**src/rtl/core/pbrqs_pkg.sv**
```systemverilog
// types and codes shared by the ready-queue scheduler modules
package pbrqs_pkg;

  localparam int TID_W = 4;
  localparam int PRIO_W = 5;
  localparam int MASK_W = 32;

  typedef enum logic [1:0] {
    ACT_INSERT   = 2'd0,
    ACT_REMOVE   = 2'd1,
    ACT_SCHEDULE = 2'd2,
    ACT_SPARE    = 2'd3
  } action_t;

  typedef struct packed {
    action_t             action;
    logic [TID_W-1:0]    thread_id;
    logic [PRIO_W-1:0]   priority_req;
  } item_t;

  typedef struct packed {
    logic                error;
    logic                switched;
    logic                has_ready;
    logic                from_valid;
    logic [TID_W-1:0]    left_thread;
    logic [TID_W-1:0]    picked_thread;
    logic [PRIO_W-1:0]   to_priority;
    logic [MASK_W-1:0]   ready_mask;
  } result_t;

  typedef struct packed {
    logic accept;
    logic rd_link;
    logic rd_level;
    logic commit;
  } ctrl_cmd_t;

  typedef struct packed {
    logic out_free;
  } dp_status_t;

endpackage

```
**src/rtl/core/pbrqs_ctrl.sv**
```systemverilog
// sequencing controller for the ready-queue scheduler
module pbrqs_ctrl (
  input  logic                 clk,
  input  logic                 rst,
  input  logic                 item_valid,
  output logic                 item_stall,
  input  pbrqs_pkg::dp_status_t status,
  output pbrqs_pkg::ctrl_cmd_t  cmd
);
  import pbrqs_pkg::*;

  typedef enum logic [1:0] {
    ST_IDLE,
    ST_LINK,
    ST_LEVEL,
    ST_COMMIT
  } state_t;

  state_t state;

  assign item_stall   = rst || (state != ST_IDLE);
  assign cmd.accept   = item_valid && !item_stall;
  assign cmd.rd_link  = (state == ST_LINK);
  assign cmd.rd_level = (state == ST_LEVEL);
  assign cmd.commit   = (state == ST_COMMIT) && status.out_free;

  always_ff @(posedge clk) begin
    if (rst) begin
      state <= ST_IDLE;
    end else begin
      case (state)
        ST_IDLE: begin
          if (cmd.accept) state <= ST_LINK;
        end
        ST_LINK:  state <= ST_LEVEL;
        ST_LEVEL: state <= ST_COMMIT;
        ST_COMMIT: begin
          if (status.out_free) state <= ST_IDLE;
        end
        default: state <= ST_IDLE;
      endcase
    end
  end

endmodule

```
**src/rtl/core/pbrqs_datapath.sv**
```systemverilog
// queue memories, ready bitmap, running thread and result register
module pbrqs_datapath #(
  parameter int PRIORITY_LEVELS = 32,
  parameter int THREAD_COUNT    = 16
) (
  input  logic                  clk,
  input  logic                  rst,
  input  pbrqs_pkg::item_t      item,
  input  pbrqs_pkg::ctrl_cmd_t  cmd,
  output pbrqs_pkg::dp_status_t status,
  output logic                  result_valid,
  input  logic                  result_stall,
  output pbrqs_pkg::result_t    result
);
  import pbrqs_pkg::*;

  localparam int LW  = $clog2(PRIORITY_LEVELS);
  localparam int TIW = $clog2(THREAD_COUNT);

  // latched item
  action_t           act_q;
  logic [TID_W-1:0]  tid_q;
  logic [LW-1:0]     lvl_q;

  // control state
  logic [PRIORITY_LEVELS-1:0] ready;
  logic [THREAD_COUNT-1:0]    queued;
  logic                       running_valid;
  logic [TID_W-1:0]           running_thread;

  // memories
  logic [TID_W-1:0] head_mem  [PRIORITY_LEVELS];
  logic [TID_W-1:0] tail_mem  [PRIORITY_LEVELS];
  logic [TID_W-1:0] next_mem  [THREAD_COUNT];
  logic [TID_W-1:0] prev_mem  [THREAD_COUNT];
  logic [LW-1:0]    level_mem [THREAD_COUNT];

  // registered read data
  logic [LW-1:0]    level_rd;
  logic [TID_W-1:0] next_rd;
  logic [TID_W-1:0] prev_rd;
  logic [TID_W-1:0] head_rd;
  logic [TID_W-1:0] tail_rd;
  logic [LW-1:0]    lvl_rq;

  logic [LW-1:0]    lvl_sat;
  logic [LW-1:0]    best_c;
  logic [LW-1:0]    lvl_addr;
  logic [TIW-1:0]   tix;
  logic             in_range;
  logic             is_ins;
  logic             is_rem;
  logic             ins_ok;
  logic             rem_ok;
  logic             lvl_busy;
  logic             is_head;
  logic             is_tail;
  logic             sch_any;
  logic             sw_c;
  logic [PRIORITY_LEVELS-1:0] ready_next;

  logic             head_we;
  logic [TID_W-1:0] head_wd;
  logic             tail_we;
  logic [TID_W-1:0] tail_wd;
  logic             next_we;
  logic [TID_W-1:0] next_wa;
  logic [TID_W-1:0] next_wd;
  logic             prev_we;
  logic [TID_W-1:0] prev_wa;
  logic [TID_W-1:0] prev_wd;

  result_t          res_c;

  assign lvl_sat = (32'(item.priority_req) >= PRIORITY_LEVELS) ?
                   LW'(PRIORITY_LEVELS - 1) : LW'(item.priority_req);

  always_comb begin
    best_c = '0;
    for (int i = PRIORITY_LEVELS - 1; i >= 0; i--) begin
      if (ready[i]) best_c = LW'(i);
    end
  end

  always_comb begin
    case (act_q)
      ACT_INSERT: lvl_addr = lvl_q;
      ACT_REMOVE: lvl_addr = level_rd;
      default:    lvl_addr = best_c;
    endcase
  end

  always_ff @(posedge clk) begin
    if (cmd.accept) begin
      act_q <= item.action;
      tid_q <= item.thread_id;
      lvl_q <= lvl_sat;
    end
    if (cmd.rd_link) begin
      level_rd <= level_mem[TIW'(tid_q)];
      next_rd  <= next_mem[TIW'(tid_q)];
      prev_rd  <= prev_mem[TIW'(tid_q)];
    end
    if (cmd.rd_level) begin
      head_rd <= head_mem[lvl_addr];
      tail_rd <= tail_mem[lvl_addr];
      lvl_rq  <= lvl_addr;
    end
  end

  // update decode
  assign tix      = TIW'(tid_q);
  assign in_range = 32'(tid_q) < THREAD_COUNT;
  assign is_ins   = (act_q == ACT_INSERT);
  assign is_rem   = (act_q == ACT_REMOVE);
  assign ins_ok   = is_ins && in_range && !queued[tix];
  assign rem_ok   = is_rem && in_range && queued[tix];
  assign lvl_busy = ready[lvl_rq];
  assign is_head  = (head_rd == tid_q);
  assign is_tail  = (tail_rd == tid_q);
  assign sch_any  = |ready;
  assign sw_c     = !is_ins && !is_rem && sch_any &&
                    (!running_valid || (running_thread != head_rd));

  always_comb begin
    head_we = 1'b0;
    head_wd = tid_q;
    tail_we = 1'b0;
    tail_wd = tid_q;
    next_we = 1'b0;
    next_wa = tail_rd;
    next_wd = tid_q;
    prev_we = 1'b0;
    prev_wa = tid_q;
    prev_wd = tail_rd;
    ready_next = ready;
    if (ins_ok) begin
      tail_we = 1'b1;
      ready_next[lvl_rq] = 1'b1;
      if (lvl_busy) begin
        next_we = 1'b1;
        prev_we = 1'b1;
      end else begin
        head_we = 1'b1;
      end
    end else if (rem_ok) begin
      if (is_head && is_tail) begin
        ready_next[lvl_rq] = 1'b0;
      end else if (is_head) begin
        head_we = 1'b1;
        head_wd = next_rd;
      end else if (is_tail) begin
        tail_we = 1'b1;
        tail_wd = prev_rd;
      end else begin
        next_we = 1'b1;
        next_wa = prev_rd;
        next_wd = next_rd;
        prev_we = 1'b1;
        prev_wa = next_rd;
        prev_wd = prev_rd;
      end
    end
  end

  always_comb begin
    res_c             = '0;
    res_c.error       = (is_ins && !ins_ok) || (is_rem && !rem_ok);
    res_c.has_ready   = |ready_next;
    res_c.ready_mask  = MASK_W'(ready_next);
    if (!is_ins && !is_rem && sch_any) begin
      res_c.picked_thread = head_rd;
      res_c.to_priority   = PRIO_W'(lvl_rq);
      res_c.switched      = sw_c;
      if (sw_c) begin
        res_c.from_valid  = running_valid;
        res_c.left_thread = running_valid ? running_thread : '0;
      end
    end
  end

  always_ff @(posedge clk) begin
    if (cmd.commit) begin
      if (head_we) head_mem[lvl_rq] <= head_wd;
      if (tail_we) tail_mem[lvl_rq] <= tail_wd;
      if (next_we) next_mem[TIW'(next_wa)] <= next_wd;
      if (prev_we) prev_mem[TIW'(prev_wa)] <= prev_wd;
      if (ins_ok) level_mem[tix] <= lvl_rq;
      result <= res_c;
    end
  end

  always_ff @(posedge clk) begin
    if (rst) begin
      ready          <= '0;
      queued         <= '0;
      running_valid  <= 1'b0;
      running_thread <= '0;
      result_valid   <= 1'b0;
    end else begin
      if (cmd.commit) begin
        ready <= ready_next;
        if (ins_ok) queued[tix] <= 1'b1;
        if (rem_ok) queued[tix] <= 1'b0;
        if (sw_c) begin
          running_valid  <= 1'b1;
          running_thread <= head_rd;
        end
        result_valid <= 1'b1;
      end else if (!result_stall) begin
        result_valid <= 1'b0;
      end
    end
  end

  assign status.out_free = !result_valid || !result_stall;

  a_commit_free: assert property (@(posedge clk) disable iff (rst)
    cmd.commit |-> (!result_valid || !result_stall))
    else $error("commit while result register is held");

  a_commit_beat: assert property (@(posedge clk) disable iff (rst)
    cmd.commit |=> result_valid)
    else $error("commit did not present a result beat");

  a_ready_queued: assert property (@(posedge clk) disable iff (rst)
    (|ready) |-> (|queued))
    else $error("ready level with no queued thread");

  a_switch_ready: assert property (@(posedge clk) disable iff (rst)
    result_valid |-> (!result.switched || result.has_ready))
    else $error("switch reported with nothing ready");

  a_running_sticky: assert property (@(posedge clk) disable iff (rst)
    running_valid |=> running_valid)
    else $error("current thread lost");

endmodule

```
**src/rtl/core/priority_bitmap_ready_queue_scheduler_unit.sv**
```systemverilog
// top level of the bitmap priority ready-queue scheduler
//
// item channel: item_valid / item_stall / item carries one operation per
// beat (insert a thread at the tail of its level, remove a thread from its
// level, or schedule the head of the lowest-numbered ready level).
// result channel: result_valid / result_stall / result returns exactly one
// beat per accepted item, in order.
// an item steps through the thread link read, the level head and tail read,
// the update that writes the queue memories and the result register, then
// back to idle, in which the next item is accepted; no new item is taken
// before the last one has been updated. the single read and write port of
// each queue memory is why the reads and the update are separate steps.
// while the receiver stalls, the held result stays put and the update cycle
// of the following item waits until the result register can take it.
// after reset the bitmap is empty, no thread is queued and no thread is
// current; no item is taken while rst is high.
module priority_bitmap_ready_queue_scheduler_unit #(
  parameter int PRIORITY_LEVELS = 32,
  parameter int THREAD_COUNT    = 16
) (
  input  logic               clk,
  input  logic               rst,
  input  logic               item_valid,
  output logic               item_stall,
  input  pbrqs_pkg::item_t   item,
  output logic               result_valid,
  input  logic               result_stall,
  output pbrqs_pkg::result_t result
);
  import pbrqs_pkg::*;

  ctrl_cmd_t  cmd;
  dp_status_t status;

  pbrqs_ctrl u_ctrl (
    .clk        (clk),
    .rst        (rst),
    .item_valid (item_valid),
    .item_stall (item_stall),
    .status     (status),
    .cmd        (cmd)
  );

  pbrqs_datapath #(
    .PRIORITY_LEVELS (PRIORITY_LEVELS),
    .THREAD_COUNT    (THREAD_COUNT)
  ) u_datapath (
    .clk          (clk),
    .rst          (rst),
    .item         (item),
    .cmd          (cmd),
    .status       (status),
    .result_valid (result_valid),
    .result_stall (result_stall),
    .result       (result)
  );

endmodule
```
**config.mk**
```make
export PLATFORM = sky130hd
export DESIGN_NAME = priority_bitmap_ready_queue_scheduler_unit
export DESIGN_NICKNAME = d
export VERILOG_FILES = /design/src/rtl/core/pbrqs_pkg.sv /design/src/rtl/core/pbrqs_ctrl.sv /design/src/rtl/core/pbrqs_datapath.sv /design/src/rtl/core/priority_bitmap_ready_queue_scheduler_unit.sv
export SDC_FILE = /design/constraint.sdc
export NUM_CORES = 1
export LEC_CHECK = 0
export ABC_AREA = 1
export BUFFER_PORTS_ARGS = -buffer_cell sky130_fd_sc_hd__buf_4
export CAP_MARGIN = 20
export CORE_ASPECT_RATIO = 0.9
export CORE_MARGIN = 2
export CORE_UTILIZATION = 30
export CTS_CLUSTER_SIZE = 40
export DETAILED_ROUTE_END_ITERATION = 10
export GPL_TIMING_DRIVEN = 0
export PLACE_DENSITY_LB_ADDON = 0.2
export SYNTH_ARGS = -nofsm -noshare
export SYNTH_HDL_FRONTEND = slang
export SYNTH_SLANG_ARGS = --single-unit
```
**constraint.sdc**
```tcl
create_clock -name clk -period 4.05 [get_ports clk]
set_clock_uncertainty 0.1 [all_clocks]
set_input_delay 0.81 -clock clk [delete_from_list [all_inputs] [get_ports clk]]
set_output_delay 0.81 -clock clk [all_outputs]
set_load 0.05 [all_outputs]
```
# After elaboration in Yosys (flattened, before gate mapping)

Memory sizes are Yosys's and may differ from the RTL's. A register that Yosys moved wholly into a read port is not among the register bits.
Index checks and enable logic that the tools add are counted.

Bits in registers: 121
Bits in writable memories: 464
Input bits: 15
Output and inout port bits: 51
Word-level logic and storage cells: 177
Memories kept: 5

Memory list:

| name                 | depth | bits a word | read ports | clocked after Yosys merged registers in | write ports | line                 | RTL |
|---|---|---|---|---|---|---|---|
| u_datapath.head_mem  | 32    | 4           | 1          | 1                                       | 1           | pbrqs_datapath.sv:32 | `logic [TID_W-1:0] head_mem [PRIORITY_LEVELS];` |
| u_datapath.tail_mem  | 32    | 4           | 1          | 1                                       | 1           | pbrqs_datapath.sv:33 | `logic [TID_W-1:0] tail_mem [PRIORITY_LEVELS];` |
| u_datapath.level_mem | 16    | 5           | 1          | 1                                       | 1           | pbrqs_datapath.sv:36 | `logic [LW-1:0] level_mem [THREAD_COUNT];` |
| u_datapath.next_mem  | 16    | 4           | 1          | 1                                       | 1           | pbrqs_datapath.sv:34 | `logic [TID_W-1:0] next_mem [THREAD_COUNT];` |
| u_datapath.prev_mem  | 16    | 4           | 1          | 1                                       | 1           | pbrqs_datapath.sv:35 | `logic [TID_W-1:0] prev_mem [THREAD_COUNT];` |

Magnitude comparators: 4
Eq/ne operators: 10
Mux-type cells: 100
Bitwise logic cells: 6
Reduce and logical (&&, ||, !) cells: 34

Operators with widths:

| operator                                                           | count |
|---|---|
| 2-to-1 mux 5 bit                                                   | 32 |
| 2-to-1 mux 32 bit                                                  | 3 |
| 2-to-1 mux 4 bit                                                   | 19 |
| 2-to-1 mux 16 bit                                                  | 4 |
| OR reduction 32 bit                                                | 2 |
| 2-to-1 mux 1 bit                                                   | 34 |
| AND 32 bit                                                         | 1 |
| inverter 32 bit                                                    | 1 |
| bitwise OR 32 bit                                                  | 1 |
| AND 16 bit                                                         | 1 |
| inverter 16 bit                                                    | 1 |
| bitwise OR 16 bit                                                  | 1 |
| logical AND 1 bit                                                  | 12 |
| case mux 5 bit (2 select lines)                                    | 1 |
| zero test 1 bit                                                    | 9 |
| equality test 4 bit                                                | 2 |
| case mux 2 bit (4 select lines)                                    | 1 |
| less-than comparator 5 x 6 -> 1 bit (second input constant)        | 1 |
| AND reduction 2 bit                                                | 3 |
| binary-select mux 1 bit (select 5 bit)                             | 1 |
| demux 1 bit (select 5 bit)                                         | 1 |
| greater-or-equal comparator 5 x 1 -> 1 bit (second input constant) | 1 |
| less-than comparator 4 x 5 -> 1 bit (second input constant)        | 1 |
| binary-select mux 1 bit (select 4 bit)                             | 1 |
| other kinds (12)                                                   | 20 |

# Depth between registers and ports, before layout

Word-level depth: 33
Mapped depth: 43
Mapped depth without buffers: 41

# By module

Synthesis repeated with hierarchy kept, for this count alone.

Cells, all modules: 2383
Area total of the unflattened synthesis: 26228.9 um^2

Modules (own cells, without submodules):

| module         | times used | cells an instance | area an instance (um^2) |
|---|---|---|---|
| pbrqs_datapath | 1          | 2356              | 26047.5 |
| pbrqs_ctrl     | 1          | 27                | 181.4 |

# Worst setup path after synthesis

OpenSTA, ideal clock, no wires.

Path kind: input -> register
From: input port result_stall
To: memory u_datapath.head_mem[10][0] (enable)
Setup time: 0.329 ns
Data arrival time: 3.529 ns
Path slack: 0.092 ns
Stages: 7
Path buffers: 2
Cell sequence: nand2_1 inv_1 nor2_1 clkbuf_1 nand2_1 clkbuf_1 nor2_1

RTL lines:

| what               | line                                             | RTL |
|---|---|---|
| start: declaration | priority_bitmap_ready_queue_scheduler_unit.sv:27 | `input logic result_stall,` |
| end: declaration   | pbrqs_datapath.sv:32                             |  |

# Worst setup path after layout

From: register u_datapath.ready[31]
To: register u_datapath.head_rd[3] (read register of u_datapath.head_mem) (data pin)

Longest elaborated chain between the ends: 33

RTL lines:

| what                            | line                  | RTL |
|---|---|---|
| start: declaration              | pbrqs_datapath.sv:26  | `logic [PRIORITY_LEVELS-1:0] ready;` |
| start signal: assignment        | pbrqs_datapath.sv:202 | `ready <= ready_next;` |
| 2-to-1 mux 5 bit (32 in series) | pbrqs_datapath.sv:81  | `if (ready[i]) best_c = LW'(i);` |
| case mux 5 bit (2 select lines) | pbrqs_datapath.sv:86  | `case (act_q)` |
| end: declaration                | pbrqs_datapath.sv:42  | `logic [TID_W-1:0] head_rd;` |

Every way passes these cells.
A chain may end at the register's enable or synchronous reset.

==> impl_summary.txt <==
----------------------------------------------------
[Clock tree]
  Root Driver ... sky130_fd_sc_hd__clkbuf_16
  Clock Path Buffers ... 3
  Clock latency on the worst-skew pair ... about 630 ps
  Count of H-tree levels built during CTS ... 3
  Number of clock sinks ... around 610
  Number of buffers added by the clock tree synthesis step ... 67
  Clock input transition at the sequential cells of the worst setup and hold paths ... ~60 ps
  TritonCTS clock tree ... done

[Run status]
  Outcome ... complete, no violations

[Detailed routing]
  Post-route antenna net violation count ... 0
  Routed length per placed instance ... 23.3 um
  Number of DRC markers in iteration 0 ... around 1900
  Average vias per placed instance ... 5.07
  Post-route DRC violation count ... 0
  Total wirelength of the detailed-routed design ... a little under 90 mm
  Initial DRT Pass Iterations ... 6
  Total via count after detailed routing ... between 15000 and 20000

[Floorplan]
  I/O pin count ... 66
  Die Footprint ... ~89000 um^2
  Starting density of the core ... 0.303
  Overall die height ... about 280 um
  Overall die width ... roughly 310 um
  Site row count ... 102
  Area of the core ... ~86000 um^2

[GRT]
  First-pass GRT wire length ... roughly 120 mm
  Antenna violations before repair ... 0
  Via count of the first global-routing pass ... roughly 18000
  GRT Util Overall ... 0.190
  Grt total ovfl ... 0
  Pin count of the biggest net entering global routing ... about 60

[Layout]
  Number of fillers in the final layout ... ~8500
  Final cell count without fillers ... 3715
  Final antenna diode count ... 0
  Post-route core utilization ... 0.368
  Area growth from synthesis to layout ... 21.6%
  Post-layout nets ... between 2000 and 3000
  Fraction of final layout cells sized beyond drive strength 1 ... 0.179

[Power and ir drop]
  Post-route total power ... between 20000 and 25000 uW
  Leak pwr ... approximately 0.012 uW
  Max VDD drop ... about 0.00038 V
  PwrDens ... approximately 690 nW/um^2

[Timing]
  Shortest clock period the worst path allows after layout ... 3900 ps
  Setup violators final ... 0
  Worst-case headroom to the max-slew limit ... 0.273
  Fmax achieved ... roughly 0.26 GHz
  Final number of hold-violating endpoints ... 0
  Crit path setup slack, layout ... 146 ps
  Final period utilization ... 0.964
  Final max-slew violation count ... 0
  Slew at the pin with the worst max-slew slack ... approximately 1100 ps
  Worst Hold Margin ... 252 ps
  Setup repair after global routing missed its margin ... true

[Placed design]
  # placed instances ... 3561
  HPWL reported at the end of detailed placement ... between 60 and 70 mm
  Number of I/O port buffers ... between 60 and 70
  GP Congestion ... 0.899
  Placement Setup Slack ... -1450 ps

[Yosys]
  Synth Register Bits ... around 610
  Cells after synthesis ... roughly 2300
  Post-synth design cell area ... about 26000 um^2
  YS warnings ... 0
  Average footprint of a synthesized cell ... roughly 11 um^2
  Number of distinct library cells after synthesis ... between 40 and 50
  Share of synthesized area occupied by flip-flops and latches ... 0.678
  Net Count, Synth ... 2363

[Setup path]
  Startpoint of the worst setup timing path ... u_datapath.ready[31]
  Type of origin of the critical path ... register
  Worst setup EP type ... register
  Cell with the largest stage delay on the worst path ... sky130_fd_sc_hd__buf_2
  WS Path Type ... reg -> reg
  Worst EP required ... 4410 ps
  R2R setup slack ... between 100 and 150 ps
  Worst Reg2Reg Path Length in Cells ... 25
  Launch instance of the worst register-to-register path ... u_datapath.ready[31]
  Dominant cell type by count on the critical path ... sky130_fd_sc_hd__nand2_1
  Worst setup endpoint ... u_datapath.head_rd[3]
  Arrival time reported for the critical path endpoint ... 4260 ps
  Peak fanout along the critical path ... 10
  Slowest cell delay on critical path ... 380 ps
  Endpoint of the worst register-to-register path ... u_datapath.head_rd[3]

[Min path]
  Worst hold-check path type ... in -> reg

[Job]
  Number of max-capacitance violations reported ... 0

----------------------------------------------------
registers in the layout, summed over array words and instances (netlist names), 16 cells and up:
register,count
u_datapath.ready,32
u_datapath.next_mem,64
u_datapath.queued,16
u_datapath.head_mem,128
u_datapath.result,49
u_datapath.tail_mem,128
u_datapath.level_mem,80
u_datapath.prev_mem,64
power by group:
part           leakage, uW  switching [uW]  internal [uW]
clock              0.00103            2600           3410
sequential         0.00542             235           7410
combinational      0.00516            5560           2470
total               0.0116            8390          13300
timing repair:
action,in CTS,in global routing
pin swaps,2,19
hold buffers,0,0
resized for setup,65,275
cloned,2,2
buffers inserted,21,11
setup endpoints to repair,585,394
cells by family after synthesis:
group | Yosys count | synth area share
adders and majority gates | 4 | 0.00192
DFF | 606 | 0.678
buffers and inverters | 445 | 0.0665
and+or+nand+nor | 899 | 0.161
AOI/OAI and AO/OA | 386 | 0.0912
xor gates and xnor gates | 4 | 0.00135
metrics by stage:
stage,area [um^2],TNS (ps)
floorplan,26000,0
global route,31600,-614
global placement,27900,-1319230
CTS,30700,0
finish,31600,0
detailed placement,28300,-429550
Yosys cell counts, drive strengths merged:
| cell type | instances | area, um^2 |
|---|---|---|
| or4 | 13 | 97.6 |
| ha | 4 | 50.1 |
| o211ai | 1 | 7.51 |
| o211a | 3 | 30.0 |
| clkinv | 2 | 7.51 |
| nor4 | 9 | 56.3 |
| nor3 | 22 | 115 |
| o31ai | 2 | 15.0 |
| nand3b | 80 | 601 |
| buf | 53 | 259 |
| a22oi | 114 | 856 |
| a22o | 3 | 26.3 |
| o21a | 3 | 22.5 |
| o22a | 1 | 8.76 |
| a311oi | 1 | 8.76 |
| o221ai | 8 | 70.1 |
| o22ai | 3 | 18.8 |
| o21ai | 128 | 641 |
| xor2 | 4 | 35.0 |
| nand3 | 295 | 1480 |
| nand4 | 5 | 37.5 |
| a21oi | 101 | 505 |
| o221a | 6 | 67.6 |
| inv | 316 | 1190 |
| a31oi | 3 | 18.8 |
| dfxtp | 56 | 1120 |
| or2 | 3 | 18.8 |
| clkbuf | 74 | 278 |
| edfxtp | 550 | 16500 |
| a221oi | 8 | 70.1 |
| a21o | 1 | 7.51 |
| nor2 | 169 | 652 |
| nand2 | 303 | 1140 |
worst min-delay path by stage:
stage	start	end	slack, ps	depth (start not counted)
after floorplan	u_datapath.queued[0]	u_datapath.queued[0]	350	2
after global placement	u_datapath.queued[5]	u_datapath.queued[5]	370	2
after detailed placement	u_datapath.queued[5]	u_datapath.queued[5]	390	2
after CTS	item[6]	u_datapath.tid_q[1]	220	1
after global routing	item[2]	u_datapath.lvl_q[2]	240	1
final	item[10]	u_datapath.act_q[1]	250	1
metal layers:
layer | wire length [um] | share of wire | track usage
met5 | 0 | 0 | 0
met4 | 1900 | 0.022 | 0.0523
met3 | 6220 | 0.072 | 0.0336
met2 | 38900 | 0.45 | 0.295
met1 | 39500 | 0.46 | 0.272
critical path: cells and delay by family, from the launching register on:
family / cells / cell delay [ps]
flops: 1 / 350
buf+inv: 3 / 770
compound gates: 5 / 1150
simple gates: 17 / 1350
layout by cell type, fill, tap and decap left out, types with 17 or more instances in the layout:
| master | instances |
|---|---|
| sky130_fd_sc_hd__edfxtp_1 | 550 |
| sky130_fd_sc_hd__inv_1 | 301 |
| sky130_fd_sc_hd__nand2_1 | 291 |
| sky130_fd_sc_hd__nand3_1 | 244 |
| sky130_fd_sc_hd__a22oi_1 | 114 |
| sky130_fd_sc_hd__buf_4 | 101 |
| sky130_fd_sc_hd__a21oi_1 | 97 |
| sky130_fd_sc_hd__o21ai_0 | 90 |
| sky130_fd_sc_hd__nor2_1 | 85 |
| sky130_fd_sc_hd__nand3b_1 | 80 |
| sky130_fd_sc_hd__nor2_2 | 74 |
| sky130_fd_sc_hd__clkbuf_1 | 73 |
| sky130_fd_sc_hd__clkbuf_16 | 69 |
| sky130_fd_sc_hd__dfxtp_1 | 53 |
| sky130_fd_sc_hd__nand3_2 | 51 |
| sky130_fd_sc_hd__o21ai_1 | 26 |
| sky130_fd_sc_hd__nor3_1 | 17 |
final cells by class:
type	count	area, um^2	area share
buffer	126	791	0.0250
clock buffer	83	1740	0.0549
multi-input combinational	1293	7420	0.234
sequential	606	17600	0.557
tap	1144	1430	0.0452
inverter	318	1200	0.0381
clock inverter	35	375	0.0119
timing repair inverter	2	10.0	0.000316
timing repair buffer	108	1040	0.0328
(Power assumes the default switching activity.)
